[src/rtl/drf_ram.sv]
// Generic single-write, single-read RAM with registered read data.
module drf_ram #(
   parameter int unsigned WIDTH = 8,
   parameter int unsigned DEPTH = 32
) (
   input  logic                     clock,
   input  logic                     wr_en,
   input  logic [$clog2(DEPTH)-1:0] wr_addr,
   input  logic [WIDTH-1:0]         wr_data,
   input  logic                     rd_en,
   input  logic [$clog2(DEPTH)-1:0] rd_addr,
   output logic [WIDTH-1:0]         rd_data
);

   logic [WIDTH-1:0] mem_ff [DEPTH];
   logic [WIDTH-1:0] rd_data_ff;

   always_ff @(posedge clock) begin
      if (wr_en) begin
         mem_ff[wr_addr] <= wr_data;
      end
      if (rd_en) begin
         rd_data_ff <= mem_ff[rd_addr];
      end
   end

   assign rd_data = rd_data_ff;

endmodule

[config.mk]
export PLATFORM = sky130hd
export DESIGN_NAME = drf_ram
export DESIGN_NICKNAME = d
export VERILOG_FILES = /design/src/rtl/drf_ram.sv
export SDC_FILE = /design/constraint.sdc
export NUM_CORES = 1
export LEC_CHECK = 0
export CAP_MARGIN = 20
export CORE_UTILIZATION = 54
export DETAILED_ROUTE_END_ITERATION = 10
export DONT_BUFFER_PORTS = 1
export GPL_TIMING_DRIVEN = 0
export PLACE_DENSITY = 0.71
export SETUP_SLACK_MARGIN = 0.15
export SLEW_MARGIN = 40
export SYNTH_ARGS = -nofsm -noshare
export SYNTH_HDL_FRONTEND = slang
export SYNTH_SLANG_ARGS = --single-unit
[constraint.sdc]
create_clock -name clock -period 5.2 [get_ports clock]
set_input_delay 0.26 -clock clock [delete_from_list [all_inputs] [get_ports clock]]
set_output_delay 0.26 -clock clock [all_outputs]
set_load 0.01 [all_outputs]
==> results.sh, run 1 <==
export IMPL_outcome="completed"
export IMPL_timing_final_ws_setup_ps=2760
export IMPL_report_final_hold_viol_count=0
export IMPL_synth_seq_area_share_pct=78.2
export IMPL_floorplan_core_area_um2=18100
export IMPL_report_final_setup_viol=0
export IMPL_cts_hold_buffers=9
export IMPL_worstReg2RegEnd="rd_data[6]"
export IMPL_max_slew_margin_pct=42.3
export IMPL_endpoint_kind="register"
export IMPL_numCtsBuffers=26
export IMPL_drt_pre_antenna_iters=7
export IMPL_worst_r2r_startpoint="mem_ff[23][6]"
export IMPL_drtIter0Drc=491
export IMPL_gp_congestion=0.793
export IMPL_wl_per_cell_um=28.0
export IMPL_num_io_pins=29
export IMPL_cts_h_tree_depth=1
export IMPL_placedInstanceArea_um2=10400
export IMPL_setup_total_negative_slack_ps=0
export IMPL_worst_setup_hold_path_clk_slew_ps=60
export IMPL_clock_skew_ps=5.87
export IMPL_mapped_area_um2=10100
export IMPL_global_route_usage_total_pct=21.3
export IMPL_drive_above_1_share_pct=31.0
export IMPL_chipWidth_um=139
export IMPL_achievable_frequency_mhz=410
export IMPL_cts_post_setup_buffers_inserted=0
export IMPL_yosys_area_top_type="sky130_fd_sc_hd__edfxtp_1"
export IMPL_synth_top_area_share_pct=78.2
export IMPL_detail_route_drc_violations=0
export IMPL_worst_r2r_cell_count=3
export IMPL_place_port_buffers=0
export IMPL_antenna_violations_before_repair=0
export IMPL_synth_avg_cell_area_um2=24.3
export IMPL_holdCritStartpoint="wr_data[7]"
export IMPL_synthesis_instances=417
export IMPL_peakVddDrop_mv=0.404
export IMPL_power_density_nw_per_um2=383
export IMPL_post_cts_resized_instances=0
export IMPL_globalRouteOverflowTotal=0
export IMPL_hp_class="input pin to register"
export IMPL_std_cell_rows=49
export IMPL_most_common_cell_after_layout_fill_and_taps_aside="sky130_fd_sc_hd__edfxtp_1"
export IMPL_reg2reg_setup_slack_ps=3210
export IMPL_dpl_hpwl_um=12400
export IMPL_number_of_cells_traversed_by_the_worst_hold_path=1
export IMPL_total_die_area_um2=19300
export IMPL_power_leakage_uw=0.00349
export IMPL_worst_endpoint_required_ps=5470
export IMPL_root_buffer="sky130_fd_sc_hd__clkbuf_16"
export IMPL_ys_warn_count=0
export IMPL_max_cap_violations=0
export IMPL_layout_common_cells="sky130_fd_sc_hd__edfxtp_1, sky130_fd_sc_hd__mux4_2, sky130_fd_sc_hd__nor2_1"
export IMPL_grt_pass1_vias=4583
export IMPL_timing_final_crit_share_pct=46.9
export IMPL_slew_at_the_pin_with_the_worst_max_slew_slack_ps=863
export IMPL_postSynthNetCount=438
export IMPL_vias=4416
export IMPL_ant_nets=0
export IMPL_hold_crit_endpoint="mem_ff[20][7]"
export IMPL_crit_path_launch_type="input pin"
export IMPL_largest_net_degree_at_the_start_of_global_routing=33
export IMPL_cts_tree="done"
export IMPL_initial_utilization_pct=55.8
export IMPL_place_ws_ps=2200
export IMPL_post_synth_main_area_contributors="sky130_fd_sc_hd__edfxtp_1, sky130_fd_sc_hd__mux4_2, sky130_fd_sc_hd__nor2_1, sky130_fd_sc_hd__mux2_2, sky130_fd_sc_hd__buf_4"
export IMPL_clkSinkCount=264
export IMPL_cts_buffer_depth=3
export IMPL_fin_hold_ws_ps=32.3
export IMPL_worst_setup_path_type="input pin to register"
export IMPL_synth_ff_latch_count=264
export IMPL_rsz0062_at_grt="false"
export IMPL_min_period_ps=2440
export IMPL_final_util_pct=62.7
export IMPL_areaGrowthSynthToFinish_pct=12.2
export IMPL_layout_nets=475
export IMPL_vias_per_cell=6.28
export IMPL_stdcell_area_um2=11400
export IMPL_die_height_um=139
export IMPL_totalWireLength_um=19700
export IMPL_netlist_cell_type_count=14
export IMPL_diodes=0
export IMPL_final_max_slew_violation_count=0
export IMPL_grt_first_pass_wirelength_um=29200
export IMPL_timing_critical_path_arrival_ps=2700
export IMPL_cp_max_fo=10
export IMPL_worst_skew_pair_late_latency_ps=520
## where the power goes
group / internal, µW / switching, µW
clock: 997 / 759
sequential: 2380 / 11.1
combinational: 97.6 / 118
total: 3470 / 888
## cells in the mapped netlist
library cell                 n
sky130_fd_sc_hd__edfxtp_1  264
sky130_fd_sc_hd__mux4_2     80
sky130_fd_sc_hd__nor2_1     33
sky130_fd_sc_hd__mux2_2      8
sky130_fd_sc_hd__buf_1       6
sky130_fd_sc_hd__buf_4       6
sky130_fd_sc_hd__clkbuf_1    6
sky130_fd_sc_hd__nand3b_1    5
sky130_fd_sc_hd__or3b_2      3
sky130_fd_sc_hd__nand3_1     2
sky130_fd_sc_hd__buf_2       1
sky130_fd_sc_hd__buf_6       1
sky130_fd_sc_hd__nand2_1     1
sky130_fd_sc_hd__or3_1       1
## stage by stage
stage | total power, µW | cells
after global routing | 4480 | 703
after detailed placement | 2600 | 646
after global placement | 2600 | 646
after CTS | 4380 | 703
final | 4360 | 703
after floorplan | 2560 | 417
## area by class of cell
cell class / instances / area, µm²
buffer: 20 / 108
clock buffer: 31 / 691
clock inverter: 17 / 111
fill: 1211 / 6780
multi-input combinational: 133 / 2110
sequential: 264 / 7930
tap: 229 / 287
timing repair buffer: 9 / 140
## per-layer routing
layer  part of all wire (%)  vias up  global-route usage [%]
met3                    8.2       26                    4.01
li1                       -     1862                       -
met1                     42     2329                    31.3
met5                      0        -                       0
met2                     48      199                    33.1
met4                    2.2        0                    6.55
## how the worst max path moves through the flow
stage | from | endpoint | slack (ps) | depth (start not counted)
after floorplan | rd_addr[2] | rd_data[0] | 3000 | 5
after global placement | rd_addr[2] | rd_data[7] | 2230 | 5
after detailed placement | rd_addr[2] | rd_data[7] | 2200 | 5
after CTS | rd_addr[2] | rd_data[7] | 2740 | 5
after global routing | rd_addr[2] | rd_data[7] | 2710 | 5
final | rd_addr[2] | rd_data[7] | 2760 | 5
## sequential cells by signal, indices dropped and copies added (netlist names)
name / count
mem_ff: 256
rd_data: 8
## logic make-up (layout without fill, tap and decap cells)
group | count (synthesis) | after routing | share of synthesized area, %
DFF | 264 | 264 | 78.2
muxes | 88 | 88 | 18.7
and+or+nand+nor | 45 | 45 | 2.05
buffers and inverters | 20 | 77 | 1.05
## critical path, stage by stage
cell and delay [ps]:
sky130_fd_sc_hd__clkbuf_1 500, sky130_fd_sc_hd__buf_1 630, sky130_fd_sc_hd__mux4_2 470, sky130_fd_sc_hd__mux4_2 520, sky130_fd_sc_hd__mux2_2 320
No activity file was read; power rests on OpenSTA's default activity.
==> run 2, diff against run 1 <==
PLACE_DENSITY = 0.74   (was 0.71)
clock period = 2 ns   (was 5.2 ns; I/O delays follow)
==> results.sh, run 2 (synthesis results as in run 1) <==
export IMPL_cts_buffer_depth=3
export IMPL_timing_final_ws_setup_ps=28.2
export IMPL_crit_path_top_delay_cell="sky130_fd_sc_hd__mux4_2"
export IMPL_layout_common_cells="sky130_fd_sc_hd__edfxtp_1, sky130_fd_sc_hd__mux4_2, sky130_fd_sc_hd__nor2_1"
export IMPL_drt_pre_antenna_iters=10
export IMPL_largest_register_ff_count=256
export IMPL_clock_skew_ps=11.6
export IMPL_worst_endpoint_required_ps=2270
export IMPL_layout_nets=478
export IMPL_power_density_nw_per_um2=972
export IMPL_critical_path_max_stage_delay_ps=540
export IMPL_placedInstanceArea_um2=10500
export IMPL_cts_h_tree_depth=1
export IMPL_antenna_violations_before_repair=0
export IMPL_critical_path_top_cell_by_count="sky130_fd_sc_hd__mux4_2"
export IMPL_endpoint_kind="register"
export IMPL_largest_net_degree_at_the_start_of_global_routing=33
export IMPL_cts_post_setup_buffers_inserted=0
export IMPL_met3WireLength_um=1510
export IMPL_total_die_area_um2=19300
export IMPL_power_leakage_uw=0.00354
export IMPL_grt_first_pass_wirelength_um=29300
export IMPL_seq_area_um2=7930
export IMPL_grt_pass1_vias=4549
export IMPL_cts_tree="done"
export IMPL_num_io_pins=29
export IMPL_place_port_buffers=0
export IMPL_outcome="complete, but fails checks"
export IMPL_fillCellCount=1212
export IMPL_areaGrowthSynthToFinish_pct=12.8
export IMPL_global_route_usage_total_pct=21.2
export IMPL_place_ws_ps=-188
export IMPL_crit_path_launch_type="register"
export IMPL_min_period_ps=1970
export IMPL_wl_met1_um=8330
export IMPL_drtIter0Drc=533
export IMPL_critical_path_n_buffers_inverters=0
export IMPL_achievable_frequency_mhz=507
export IMPL_totalWireLength_um=19300
export IMPL_final_max_slew_violation_count=0
export IMPL_initial_utilization_pct=55.8
export IMPL_met2_wirelength_um=9020
export IMPL_diodes=0
export IMPL_slew_at_the_pin_with_the_worst_max_slew_slack_ps=853
export IMPL_numCtsBuffers=26
export IMPL_vias_per_cell=6.23
export IMPL_violated_checks="design-rule violations"
export IMPL_cpLargestDelayFamily="multiplexers"
export IMPL_report_final_hold_viol_count=0
export IMPL_multi_input_comb_area_um2=2130
export IMPL_fin_hold_ws_ps=17.9
export IMPL_detail_route_drc_violations=2
export IMPL_rsz0062_at_grt="true"
export IMPL_ant_nets=0
export IMPL_hp_class="input pin to register"
export IMPL_timing_final_crit_share_pct=98.6
export IMPL_uppermost_layer_routed="met4"
export IMPL_peakVddDrop_mv=0.818
export IMPL_floorplan_core_area_um2=18100
export IMPL_crit_chain="mux4_2, mux4_2, mux2_4"
export IMPL_max_cap_violations=0
export IMPL_drive_above_1_share_pct=31.6
export IMPL_max_slew_margin_pct=42.9
export IMPL_chipWidth_um=139
export IMPL_gp_congestion=0.774
export IMPL_worst_setup_path_type="register to register"
export IMPL_cp_max_fo=1
export IMPL_stdcell_count=704
export IMPL_root_buffer="sky130_fd_sc_hd__clkbuf_16"
export IMPL_worst_skew_pair_late_latency_ps=530
export IMPL_worst_setup_hold_path_clk_slew_ps=60
export IMPL_reg2reg_setup_slack_ps=30
export IMPL_die_height_um=139
export IMPL_timing_critical_path_arrival_ps=2240
export IMPL_numPlacedInstances=646
export IMPL_dpl_hpwl_um=12200
export IMPL_setup_total_negative_slack_ps=0
export IMPL_clkSinkCount=264
export IMPL_report_final_setup_viol=0
export IMPL_top_register="mem_ff"
export IMPL_stdcell_area_um2=11400
export IMPL_vias=4386
export IMPL_wl_per_cell_um=27.4
export IMPL_globalRouteOverflowTotal=0
export IMPL_most_common_cell_after_layout_fill_and_taps_aside="sky130_fd_sc_hd__edfxtp_1"
export IMPL_std_cell_rows=49
## run 2: stage by stage
step / total power [µW] / util [%]
6_report: 11100 / 63.0
5_1_grt: 11400 / 63.0
4_1_cts: 11200 / 63.0
3_5_place_dp: 6800 / 58.0
3_3_place_gp: 6790 / 58.0
2_1_floorplan: 6670 / -
## run 2: final cells by class
| type | instances | area share [%] |
|---|---|---|
| sequential | 264 | 69.4 |
| clock inverter | 10 | 0.515 |
| timing repair buffer | 12 | 1.09 |
| buffer | 20 | 1.86 |
| multi-input combinational | 133 | 18.6 |
| clock buffer | 36 | 6.02 |
| tap | 229 | 2.51 |
## run 2: what timing repair did
| action | in CTS | in global routing |
|---|---|---|
| gates resized for setup | 2 | 4 |
| endpoints found under the hold margin | 264 | 0 |
| hold buffers | 12 | 0 |
| pin swaps | 0 | 0 |
| endpoints found under the setup margin | 8 | 8 |
## run 2: worst paths after layout
check                                    from            end  depth (start not counted)
worst max-delay path            mem_ff[21][2]     rd_data[2]                          3
worst min-delay path               wr_addr[2]  mem_ff[17][5]                          2
worst max register to register  mem_ff[21][2]     rd_data[2]                          3
worst min register to register   mem_ff[6][5]     rd_data[5]                          3
## run 2: power by group
group / switching, µW / internal [µW] / total (µW)
Sequential: 27.0 / 6180 / 6200
Clock: 1910 / 2400 / 4310
Combinational: 315 / 279 / 594
Total: 2260 / 8850 / 11100
## run 2: worst reg2reg max path: cells and delay by family (launching register included)
family	cells	cell delay, ps
DFF	1	360
muxes	3	1350
## run 2: per-layer routing
layer / vias up / track usage, %
met3: 34 / 4.35
li1: 1867 / -
met5: - / 0
met2: 170 / 32.1
met4: 0 / 5.38
met1: 2315 / 32.0
