**src/rtl/drf_pkg.sv**
```systemverilog
// Shared constants and types for the dense rank factorizer.
package drf_pkg;

   localparam int unsigned MAX_ITEMS_DEF = 32;
   localparam int unsigned KEY_BITS_DEF  = 64;

   localparam int unsigned IN_KEY_W   = 64;
   localparam int unsigned OUT_POS_W  = 5;
   localparam int unsigned OUT_CODE_W = 6;
   localparam int unsigned OUT_VAL_W  = 64;

   // Result kinds
   localparam logic KIND_CODE = 1'b0;
   localparam logic KIND_KEY  = 1'b1;

   // Per-cycle command broadcast along the sort chain
   typedef struct packed {
      logic insert;
      logic shift;
   } chain_ctrl_type;

endpackage

```
**src/rtl/drf_cell.sv**
```systemverilog
// One cell of the insertion-sort chain: holds a key and its arrival position.
module drf_cell import drf_pkg::*; #(
   parameter int unsigned KEY_BITS = KEY_BITS_DEF,
   parameter int unsigned POS_W    = 5
) (
   input  logic                clock,
   input  logic                reset,
   input  chain_ctrl_type      ctrl,
   input  logic [KEY_BITS-1:0] new_key,
   input  logic [POS_W-1:0]    new_pos,
   // left neighbour (lower, smaller keys)
   input  logic                left_valid,
   input  logic                left_gt,
   input  logic [KEY_BITS-1:0] left_key,
   input  logic [POS_W-1:0]    left_pos,
   // right neighbour (higher)
   input  logic                right_valid,
   input  logic [KEY_BITS-1:0] right_key,
   input  logic [POS_W-1:0]    right_pos,
   output logic                valid,
   output logic                gt,
   output logic [KEY_BITS-1:0] key,
   output logic [POS_W-1:0]    pos
);

   logic                valid_ff, valid_in;
   logic [KEY_BITS-1:0] key_ff, key_in;
   logic [POS_W-1:0]    pos_ff, pos_in;

   // strictly greater keeps equal keys in arrival order
   assign gt = valid_ff && (key_ff > new_key);

   always_comb begin
      priority if (ctrl.shift) begin
         valid_in = right_valid;
         key_in   = right_key;
         pos_in   = right_pos;
      end else if (ctrl.insert && left_gt) begin
         valid_in = left_valid;
         key_in   = left_key;
         pos_in   = left_pos;
      end else if (ctrl.insert && (gt || (!valid_ff && left_valid))) begin
         valid_in = 1'b1;
         key_in   = new_key;
         pos_in   = new_pos;
      end else begin
         valid_in = valid_ff;
         key_in   = key_ff;
         pos_in   = pos_ff;
      end
   end

   always_ff @(posedge clock) begin
      if (reset) begin
         valid_ff <= 1'b0;
      end else begin
         valid_ff <= valid_in;
      end
      key_ff <= key_in;
      pos_ff <= pos_in;
   end

   assign valid = valid_ff;
   assign key   = key_ff;
   assign pos   = pos_ff;

endmodule

```
**config.mk**
```make
export PLATFORM = sky130hd
export DESIGN_NAME = drf_cell
export DESIGN_NICKNAME = d
export VERILOG_FILES = /design/src/rtl/drf_pkg.sv /design/src/rtl/drf_cell.sv
export SDC_FILE = /design/constraint.sdc
export NUM_CORES = 1
export LEC_CHECK = 0
export BUFFER_PORTS_ARGS = -buffer_cell sky130_fd_sc_hd__buf_4
export CAP_MARGIN = 0
export CORE_AREA = 2 2 109 111
export DETAILED_ROUTE_END_ITERATION = 6
export DIE_AREA = 0 0 111 113
export HOLD_SLACK_MARGIN = 0.1
export MAX_ROUTING_LAYER = met4
export PLACE_DENSITY = 0.82
export SYNTH_ARGS = -nofsm -noshare
export SYNTH_HDL_FRONTEND = slang
export SYNTH_SLANG_ARGS = --single-unit
```
**constraint.sdc**
```tcl
create_clock -name clock -period 9 [get_ports clock]
set_input_delay 0.45 -clock clock [delete_from_list [all_inputs] [get_ports clock]]
set_output_delay 0.45 -clock clock [all_outputs]
set_load 0.03 [all_outputs]
```
==> out/qor.yml, run 1 <==
worst_hold_path:
  holdPathStages: 2
  worst_hold_path_type: "input pin to flip-flop"
  hold_path_startpoint: "reset"
sta:
  period_share_pct: 39.0
  tns_ns: 0
  fin_worst_skew_ns: 0.00650
  fmax_mhz: 285
  timing.slew.headroom_pct: 15.8
  timing_worst_slew_pin_value_ns: 1.26
  report.final.hold_viol_count: 0
  finalSetupViolations: 0
  finalCriticalPeriod_ns: 3.51
  report.final.slew_viol_count: 0
  grt_setup_unrepaired: "no"
critical_path:
  worstPathArrival_ns: 3.46
  timing.critical_path.from_type: "flip-flop"
  worst_r2r_startpoint: "key[59]"
  r2r.worst_path.cells: 8
  path_max_fanout: 69
  critical_setup_path_class: "flip-flop to flip-flop"
  worst_setup_path_startpoint: "key[59]"
  critPathCaptureType: "flip-flop"
  required_ns: 8.95
floorplan:
  floorplan.core_area_um2: 11300
  floorplan_row_count: 39
  dieHeight_um: 113
  die_extent_in_x_um: 111
  design.die.area_um2: 12500
  io_pins: 285
  floorplan.initialDensity_pct: 45.6
layout:
  synthToLayoutAreaGrowth_pct: 48.6
  insertedDiodeCount: 0
  final_design_area_no_fill_um2: 7640
  fin_nets: 1092
  regArea_um2: 2090
  fillerInstances: 926
  multiInputGateArea_um2: 2740
  drive_above_1_share_pct: 36.6
clock_tree:
  postCtsSetupRepairBufs: 0
  cts.hold.buffers_added: 0
  numClockSinks: 70
  tritoncts_clock_tree: "done"
  cts_made_buffers: 9
  clockRootBuffer: "sky130_fd_sc_hd__clkbuf_16"
  clock_latency_ns: 0.33
  clock_tree.buffer_depth: 2
  number_of_h_tree_levels: 3
  clkSlewWorstSetupHoldPaths_ns: 0.05
  cts_resized: 0
synth:
  synth_seq_area_share_pct: 40.7
  yosysWarningCount: 0
  synth_edf_count: 69
  asr_flop_ratio_synth_pct: 0
  post_synth.cell_area_avg_um2: 9.53
  synth_cells: 540
  synth_nets: 818
  ys_ff_latch: 70
  synthFlopType: "sky130_fd_sc_hd__edfxtp_1"
  synth_cell_type_count: 34
  netlist_area_pre_place_um2: 5140
place:
  port_buffers: 284
  placed_area_um2: 7400
  gpl.final_weighted_congestion: 0.936
  place.detailed.hpwl_um: 12800
power:
  ir_worst_vdd_uv: 73.5
  cellPowerDensity_nw_per_um2: 142
  static-leakage-power_nw: 4.06
global_route:
  globalRouteOverflowTotal: 0
  grt_util_all_layers_pct: 25.8
  grt_start_max_net_pins: 85
  antenna_found_initial: 0
  grt_first_pass_wirelength_um: 25100
  first_global_vias: 5218
routing:
  post_drt_via_cell_ratio: 5.25
  drt_wl_total_um: 15900
  detail_route.iter0.violations: 184
  ant_nets_after_route: 0
  route.detailed.wl_per_inst_um: 16.5
  routed-via-count: 5044
  post-route-drc-count: 0
  drt_pass1_iterations: 4
status:
  run_status: "finished, final reports clean"
job:
  max-cap-violations: 0
[layer usage]
layer | up-vias | share of wire, % | track usage, %
met5 | - | 0 | -
met4 | 0 | 1.8 | 7.75
li1 | 2490 | - | -
met2 | 213 | 53 | 48.6
met3 | 25 | 6.6 | 5.52
met1 | 2316 | 38 | 27.2
[flip-flops by register name, indices dropped and copies added (netlist names)]
name,cells
key,64
valid,1
pos,5
[cell type report]
class	count	area share [%]
clock inverters	4	0.213
multi-input cells	383	35.9
repair buffers	285	28.0
well taps	143	2.34
clock buffers	10	3.00
inverters	65	3.19
flip-flops and latches	70	27.4
[path summary, 6_finish.rpt]
| check | slack, ns | end |
|---|---|---|
| setup / recovery | 5.49 | key[15] |
| hold / removal | 0.27 | valid |
| setup reg to reg | 5.49 | key[15] |
| hold reg to reg | 0.75 | valid |
[stage by stage]
step                utilization, %  setup WS, ns  total power [mW]  cells  hold slack, ns
finish                        67.8          5.49              1.09    960           0.274
global route                  67.8          5.23              1.14    960           0.265
CTS                           67.8          5.38              1.09    960           0.265
detailed placement            65.6          5.23             0.784    946           0.616
global placement              65.6          5.33             0.769    946           0.615
floorplan                        -          5.15             0.612    540           0.522
[Yosys cell counts, types with 8 or more instances]
cell / instances / share of area, %
sky130_fd_sc_hd__mux2i_1: 69 / 13
sky130_fd_sc_hd__edfxtp_1: 69 / 40
sky130_fd_sc_hd__nor2_1: 12 / 0.88
sky130_fd_sc_hd__buf_1: 8 / 0.58
sky130_fd_sc_hd__ha_1: 64 / 16
sky130_fd_sc_hd__inv_1: 65 / 4.7
sky130_fd_sc_hd__o21ai_0: 75 / 7.3
sky130_fd_sc_hd__nand4_1: 15 / 1.8
sky130_fd_sc_hd__nand2_1: 85 / 6.2
sky130_fd_sc_hd__clkbuf_1: 14 / 1.0
sky130_fd_sc_hd__a21oi_1: 23 / 2.2
[kinds of logic (layout without fill, tap and decap cells)]
| kind of cell | Yosys count | count (layout) | synth area share [%] |
|---|---|---|---|
| flip-flops | 70 | 70 | 40.7 |
| adder cells (fa/ha/maj) | 64 | 64 | 15.6 |
| multiplexers | 69 | 69 | 13.4 |
| AND/OR/NAND/NOR | 129 | 129 | 10.8 |
| buffers and inverters | 87 | 364 | 6.35 |
| AO/OA/AOI/OAI | 121 | 121 | 13.2 |
[critical path, cell delays in order, from the launching register on]
cell,delay [ns]
sky130_fd_sc_hd__edfxtp_1,0.39
sky130_fd_sc_hd__ha_1,0.33
sky130_fd_sc_hd__nand4_1,0.18
sky130_fd_sc_hd__nor4_1,0.73
sky130_fd_sc_hd__nand2_1,0.19
sky130_fd_sc_hd__nor2_1,0.16
sky130_fd_sc_hd__nand3_1,0.13
sky130_fd_sc_hd__and3_1,0.23
sky130_fd_sc_hd__a221o_4,0.74
[cell usage in the layout (no fill, tap or decap), types with 2 or more instances in the layout]
cell type / count
sky130_fd_sc_hd__a211oi_1: 2
sky130_fd_sc_hd__edfxtp_1: 69
sky130_fd_sc_hd__clkinv_1: 3
sky130_fd_sc_hd__nor3_1: 3
sky130_fd_sc_hd__nand3_1: 6
sky130_fd_sc_hd__inv_1: 65
sky130_fd_sc_hd__nor2_1: 12
sky130_fd_sc_hd__nand2_1: 84
sky130_fd_sc_hd__a21boi_0: 2
sky130_fd_sc_hd__a21o_1: 6
sky130_fd_sc_hd__o21ai_0: 75
sky130_fd_sc_hd__ha_1: 64
sky130_fd_sc_hd__nand4_1: 15
sky130_fd_sc_hd__nor4_1: 3
sky130_fd_sc_hd__a221oi_1: 3
sky130_fd_sc_hd__clkbuf_16: 9
sky130_fd_sc_hd__a21oi_1: 23
sky130_fd_sc_hd__mux2i_1: 69
sky130_fd_sc_hd__buf_4: 285
[report_power, final]
part | switching (mW) | internal (mW)
clock | 0.129 | 0.180
combinational | 0.192 | 0.163
sequential | 0.0203 | 0.401
total | 0.341 | 0.744
(Power assumes the default switching activity.)
==> run 2, diff against run 1 <==
clock period = 3.4 ns   (was 9 ns; I/O delays follow)
==> out/qor.yml, run 2 (synthesis results as in run 1) <==
status:
  run_status: "finished, final reports clean"  # unchanged
layout:
  final_design_area_no_fill_um2: 7710  # was 7640 µm²
  layout.cells.non_filler: 966  # was 960
  mostFrequentLayoutCell: "sky130_fd_sc_hd__buf_4"  # unchanged
  synthToLayoutAreaGrowth_pct: 49.8  # was 48.6%
  drive_above_1_share_pct: 36.7  # was 36.6%
  largest_register_ffs: 64  # unchanged
  final_core_utilization_pct: 68.4  # was 67.8%
  insertedDiodeCount: 0  # unchanged
  most_used_cells_in_the_layout_excluding_fill_and_tap_cells: "sky130_fd_sc_hd__buf_4 (286), sky130_fd_sc_hd__nand2_1 (84), sky130_fd_sc_hd__o21ai_0 (75), sky130_fd_sc_hd__mux2i_1 (69), sky130_fd_sc_hd__edfxtp_1 (69)"  # was sky130_fd_sc_hd__buf_4 (285), sky130_fd_sc_hd__nand2_1 (84), sky130_fd_sc_hd__o21ai_0 (75), sky130_fd_sc_hd__mux2i_1 (69), sky130_fd_sc_hd__edfxtp_1 (69)
  fin_nets: 1097  # was 1092
power:
  static-leakage-power_nw: 4.09  # was 4.06 nW
  totalPowerFinal_mw: 2.88  # was 1.09 mW
  fraction_of_power_spent_switching_nets_pct: 31.3  # was 31.4%
  ir_worst_vdd_uv: 220  # was 73.5 µV
  power_switching_uw: 904  # was 341 µW
  cellInternalPower_mw: 1.98  # was 744 µW
  cellPowerDensity_nw_per_um2: 374  # was 142 nW/µm²
  clk_pwr_share_pct: 28.3  # was 28.4%
  combPwrFrac_pct: 33.0  # was 32.7%
  power.sequential.fraction_pct: 38.7  # was 38.9%
global_route:
  grt_util_all_layers_pct: 26.5  # was 25.8%
  grt_first_pass_wirelength_um: 25800  # was 25100 µm
  first_global_vias: 5350  # was 5218
  antenna_found_initial: 0  # unchanged
  grt_start_max_net_pins: 73  # was 85
  globalRouteOverflowTotal: 0  # unchanged
routing:
  detail_route.iter0.violations: 295  # was 184
  ant_nets_after_route: 0  # unchanged
  routed-via-count: 5147  # was 5044
  post_drt_via_cell_ratio: 5.33  # was 5.25
  post-route-drc-count: 0  # unchanged
  drt_wl_total_um: 16400  # was 15900 µm
  route.detailed.wl_per_inst_um: 16.9  # was 16.5 µm
  drt_pass1_iterations: 5  # was 4
sta:
  timing_worst_slew_pin_value_ns: 0.845  # was 1.26 ns
  report.final.slew_viol_count: 0  # unchanged
  finalCriticalPeriod_ns: 3.23  # was 3.51 ns
  tns_ns: 0  # unchanged
  hold_ws_ns: 0.121  # was 0.274 ns
  period_share_pct: 94.9  # was 39.0%
  timing.slew.headroom_pct: 43.7  # was 15.8%
  grt_setup_unrepaired: "no"  # unchanged
  fin_worst_skew_ns: 0.00697  # was 0.00650 ns
  postLayoutSetupSlackWorst_ns: 0.173  # was 5.49 ns
  fmax_mhz: 310  # was 285 MHz
  finalSetupViolations: 0  # unchanged
  report.final.hold_viol_count: 0  # unchanged
worst_hold_path:
  hold_path_startpoint: "right_key[24]"  # was reset
  worst_hold_path_type: "input pin to flip-flop"  # unchanged
floorplan:
  die_extent_in_x_um: 111  # unchanged
  floorplan.initialDensity_pct: 45.6  # unchanged
  design.die.area_um2: 12500  # unchanged
  floorplan.core_area_um2: 11300  # unchanged
  io_pins: 285  # unchanged
  dieHeight_um: 113  # unchanged
  floorplan_row_count: 39  # unchanged
critical_path:
  critPathCaptureType: "flip-flop"  # unchanged
  timing.critical_path.from_type: "flip-flop"  # unchanged
  path_max_fanout: 34  # was 69
  critical_setup_path_class: "flip-flop to flip-flop"  # unchanged
  worst_r2r_startpoint: "key[59]"  # unchanged
  required_ns: 3.36  # was 8.95 ns
  worstPathArrival_ns: 3.19  # was 3.46 ns
  worst_setup_path_startpoint: "key[59]"  # unchanged
  regToRegSetupSlack_ns: 0.17  # was 5.49 ns
clock_tree:
  clock_latency_ns: 0.33  # about the same
  clkSlewWorstSetupHoldPaths_ns: 0.06  # was 0.05 ns
  clockRootBuffer: "sky130_fd_sc_hd__clkbuf_16"  # unchanged
  number_of_h_tree_levels: 3  # unchanged
  numClockSinks: 70  # unchanged
  clock_tree.buffer_depth: 2  # unchanged
  cts_resized: 0  # unchanged
  tritoncts_clock_tree: "done"  # unchanged
  cts_made_buffers: 9  # unchanged
place:
  pre_cts_slack_ns: 0.155  # was 5.23 ns
  placed_area_um2: 7430  # was 7400 µm²
  place.detailed.hpwl_um: 13000  # was 12800 µm
  port_buffers: 284  # unchanged
  gpl.final_weighted_congestion: 0.955  # was 0.936
  place.detailed.instances: 948  # was 946
job:
  max-cap-violations: 0  # unchanged
==> run 2: critical path, cell delays in order (launching register included) <==
cell and delay, ns:
sky130_fd_sc_hd__edfxtp_1 0.39, sky130_fd_sc_hd__ha_1 0.33, sky130_fd_sc_hd__nand4_1 0.19, sky130_fd_sc_hd__nor4_1 0.44
sky130_fd_sc_hd__buf_4 0.20, sky130_fd_sc_hd__nand2_1 0.07, sky130_fd_sc_hd__nor2_1 0.17, sky130_fd_sc_hd__nand3_1 0.14
sky130_fd_sc_hd__and3_1 0.25, sky130_fd_sc_hd__a221o_2 0.66
==> run 2: power by group through the flow <==
stage	Combinational (mW)	Sequential, mW	Clock [mW]
3_3_place_gp	0.918	1.13	0
6_report	0.952	1.12	0.815
4_1_cts	0.955	1.12	0.830
3_5_place_dp	0.946	1.13	0
5_1_grt	1.03	1.13	0.865
2_1_floorplan	0.326	1.29	0
==> run 2: final timing paths <==
check            end  depth (start not counted)
max          key[49]                          9
min          key[24]                          3
max reg2reg  key[49]                          9
min reg2reg    valid                          5
==> run 2: layout make-up <==
cell class,count,area (µm²)
flip-flops and latches,70,2090
inverters,65,244
clock buffers,12,236
well taps,143,179
repair buffers,289,2190
multi-input cells,384,2760
clock inverters,3,12.5
fillers,880,3570
==> run 2: repair_timing <==
action | 4_1_cts | 5_1_grt
hold buffers | 2 | 0
hold endpoints to repair | 1 | 0
buffers inserted | 0 | 0
setup endpoints to repair | 0 | 69
==> run 2: metal layers <==
layer / vias up / track usage [%] / routed length (µm)
met5: - / - / 0
met4: 0 / 9.42 / 359
met1: 2398 / 28.4 / 6160
met2: 219 / 49.2 / 8780
met3: 25 / 4.98 / 1050
li1: 2505 / - / -
==> run 3, diff against run 2 <==
CORE_AREA = default   (was 2 2 109 111)
CORE_ASPECT_RATIO = 0.7   (was default)
CORE_UTILIZATION = 46   (was default)
DIE_AREA = default   (was 0 0 111 113)
PLACE_DENSITY = 0.93   (was 0.82)
==> out/qor.yml, run 3 (synthesis results as in run 1) <==
critical_path:
  max_stage_delay_ns: 0.65  # was 0.66 ns
  path_max_fanout: 35  # was 34
  critical_setup_path_class: "flip-flop to flip-flop"  # unchanged
  crit_family: "compound AO/OA/AOI/OAI gates"  # was simple AND/OR/NAND/NOR gates
  critPathCaptureType: "flip-flop"  # unchanged
  worstPathArrival_ns: 3.24  # was 3.19 ns
  critical_path.n_buffers_inverters: 0  # was 1
  required_ns: 3.41  # was 3.36 ns
  timing.critical_path.from_type: "flip-flop"  # unchanged
  timing.critical_path.slowest_stage_cell: "sky130_fd_sc_hd__a221o_4"  # was sky130_fd_sc_hd__a221o_2
  crit_chain: "ha_1, a21o_1, a21o_1, a221oi_1, o21ai_0, or4_1, a221o_4"  # was ha_1, nand4_1, nor4_1, buf_4, nand2_1, nor2_1, nand3_1, and3_1, a221o_2
  crit_top_cell: "sky130_fd_sc_hd__a21o_1"
sta:
  fmax_mhz: 310  # about the same
  timing.slew.headroom_pct: 52.0  # was 43.7%
  finalCriticalPeriod_ns: 3.23  # about the same
  period_share_pct: 95.0  # was 94.9%
  tns_ns: 0  # unchanged
  fin_worst_skew_ns: 0.00595  # was 0.00697 ns
  finalSetupViolations: 0  # unchanged
  report.final.hold_viol_count: 0  # unchanged
  grt_setup_unrepaired: "no"  # unchanged
  report.final.slew_viol_count: 0  # unchanged
  timing_worst_slew_pin_value_ns: 0.721  # was 0.845 ns
floorplan:
  io_pins: 285  # unchanged
  floorplan.initialDensity_pct: 48.6  # was 45.6%
  dieHeight_um: 90.5  # was 113 µm
  design.die.area_um2: 11600  # was 12500 µm²
  floorplan.core_area_um2: 10600  # was 11300 µm²
  die_extent_in_x_um: 128  # was 111 µm
  floorplan_row_count: 31  # was 39
routing:
  route.detailed.wl_per_inst_um: 15.9  # was 16.9 µm
  ant_nets_after_route: 0  # unchanged
  post-route-drc-count: 0  # unchanged
  post_drt_via_cell_ratio: 5.18  # was 5.33
  drt_pass1_iterations: 5  # unchanged
  routed-via-count: 5038  # was 5147
  detail_route.iter0.violations: 271  # was 295
  drt_wl_total_um: 15400  # was 16400 µm
clock_tree:
  clock_latency_ns: 0.33  # about the same
  numClockSinks: 70  # unchanged
  clock_tree.buffer_depth: 2  # unchanged
  clkSlewWorstSetupHoldPaths_ns: 0.06  # about the same
  clockRootBuffer: "sky130_fd_sc_hd__clkbuf_16"  # unchanged
  tritoncts_clock_tree: "done"  # unchanged
  number_of_h_tree_levels: 3  # unchanged
  cts_made_buffers: 9  # unchanged
global_route:
  antenna_found_initial: 0  # unchanged
  grt_start_max_net_pins: 86  # was 73
  grt_most_used_layer: "met2"  # unchanged
  globalRouteOverflowTotal: 0  # unchanged
  global_route_track_usage_on_met1_pct: 31.1  # was 28.4%
  first_global_vias: 5030  # was 5350
  grt_util_met2_pct: 46.9  # was 49.2%
  grt_first_pass_wirelength_um: 23700  # was 25800 µm
  grt_util_all_layers_pct: 27.0  # was 26.5%
  grt_use_met3_pct: 5.33  # was 4.98%
power:
  ir_worst_vdd_uv: 247  # was 220 µV
  cellInternalPower_mw: 2.13  # was 1.98 mW
  totalPowerFinal_mw: 3.04  # was 2.88 mW
  fraction_of_power_spent_switching_nets_pct: 29.7  # was 31.3%
  power.sequential.fraction_pct: 36.6  # was 38.7%
  cellPowerDensity_nw_per_um2: 390  # was 374 nW/µm²
  combPwrFrac_pct: 31.2  # was 33.0%
  power_switching_uw: 902  # was 904 µW
  static-leakage-power_nw: 4.13  # was 4.09 nW
  clk_pwr_share_pct: 32.2  # was 28.3%
place:
  gpl.final_weighted_congestion: 0.843  # was 0.955
  place.detailed.hpwl_um: 12200  # was 13000 µm
  port_buffers: 284  # unchanged
status:
  run_status: "finished, final reports clean"  # unchanged
layout:
  most_used_cells_in_the_layout_excluding_fill_and_tap_cells: "sky130_fd_sc_hd__buf_4 (287), sky130_fd_sc_hd__nand2_1 (84), sky130_fd_sc_hd__o21ai_0 (75), sky130_fd_sc_hd__mux2i_1 (69), sky130_fd_sc_hd__edfxtp_1 (69)"  # was sky130_fd_sc_hd__buf_4 (286), sky130_fd_sc_hd__nand2_1 (84), sky130_fd_sc_hd__o21ai_0 (75), sky130_fd_sc_hd__mux2i_1 (69), sky130_fd_sc_hd__edfxtp_1 (69)
  mostFrequentLayoutCell: "sky130_fd_sc_hd__buf_4"  # unchanged
  insertedDiodeCount: 0  # unchanged
  synthToLayoutAreaGrowth_pct: 51.4  # was 49.8%
  largest_register_ffs: 64  # unchanged
  fin_nets: 1098  # was 1097
  drive_above_1_share_pct: 37.1  # was 36.7%
worst_hold_path:
  worst_hold_path_type: "input pin to flip-flop"  # unchanged
job:
  max-cap-violations: 0  # unchanged
run 3: changes by cell type in the layout (fill, tap and decap cells not counted), sizes merged:
| cell | before | now |
|---|---|---|
| bufinv | 0 | 2 |
| clkbuf | 12 | 11 |
| buf | 287 | 288 |
run 3: final cells by class:
| cell class | count | area [µm²] |
|---|---|---|
| clock inverters | 5 | 73.8 |
| clock buffers | 11 | 233 |
| well taps | 148 | 185 |
| fillers | 765 | 2800 |
| multi-input cells | 384 | 2770 |
| repair buffers | 290 | 2190 |
| flip-flops and latches | 70 | 2090 |
| inverters | 65 | 244 |
run 3: final timing paths:
check	slack (ns)	cells after the start	endpoint	start
setup / recovery	0.17	7	key[33]	key[61]
hold / removal	0.12	3	key[14]	right_key[14]
setup reg to reg	0.17	7	key[33]	key[61]
hold reg to reg	1.33	5	valid	valid
run 3: through the flow:
stage	hold WS, ns	utilization [%]	worst slack [ns]	cell area, µm²	std cells
floorplan	0.242	-	0.0982	5140	540
global placement	0.331	70.3	0.212	7440	954
detailed placement	0.332	70.3	0.0923	7440	954
CTS	0.112	73.3	0.0862	7770	972
global route	0.115	73.5	0.0481	7790	973
finish	0.119	73.5	0.171	7790	973
run 3: repair_timing:
action | CTS | global route
setup endpoints to repair | 0 | 69
hold endpoints to repair | 1 | 0
setup buffers | 0 | 0
hold buffers | 2 | 0
resized for setup | 0 | 1
run 3: worst min-delay path: stages:
cell                      delay (ns)
sky130_fd_sc_hd__buf_4          0.08
sky130_fd_sc_hd__nand2_1        0.04
sky130_fd_sc_hd__o21ai_0        0.05
run 3: metal layers:
layer	routed length (µm)	vias to the layer above	part of all wire, %
met2	7800	199	51
li1	-	2507	-
met5	0	-	0
met3	923	32	6.0
met4	354	0	2.3
met1	6360	2300	41
run 3: power groups by stage:
| stage | combinational (mW) | clock, mW | sequential [mW] |
|---|---|---|---|
| 6_report | 0.947 | 0.976 | 1.11 |
| 5_1_grt | 1.03 | 1.03 | 1.12 |
| 4_1_cts | 0.946 | 0.994 | 1.11 |
| 3_5_place_dp | 0.939 | 0 | 1.13 |
| 3_3_place_gp | 0.916 | 0 | 1.12 |
| 2_1_floorplan | 0.326 | 0 | 1.29 |
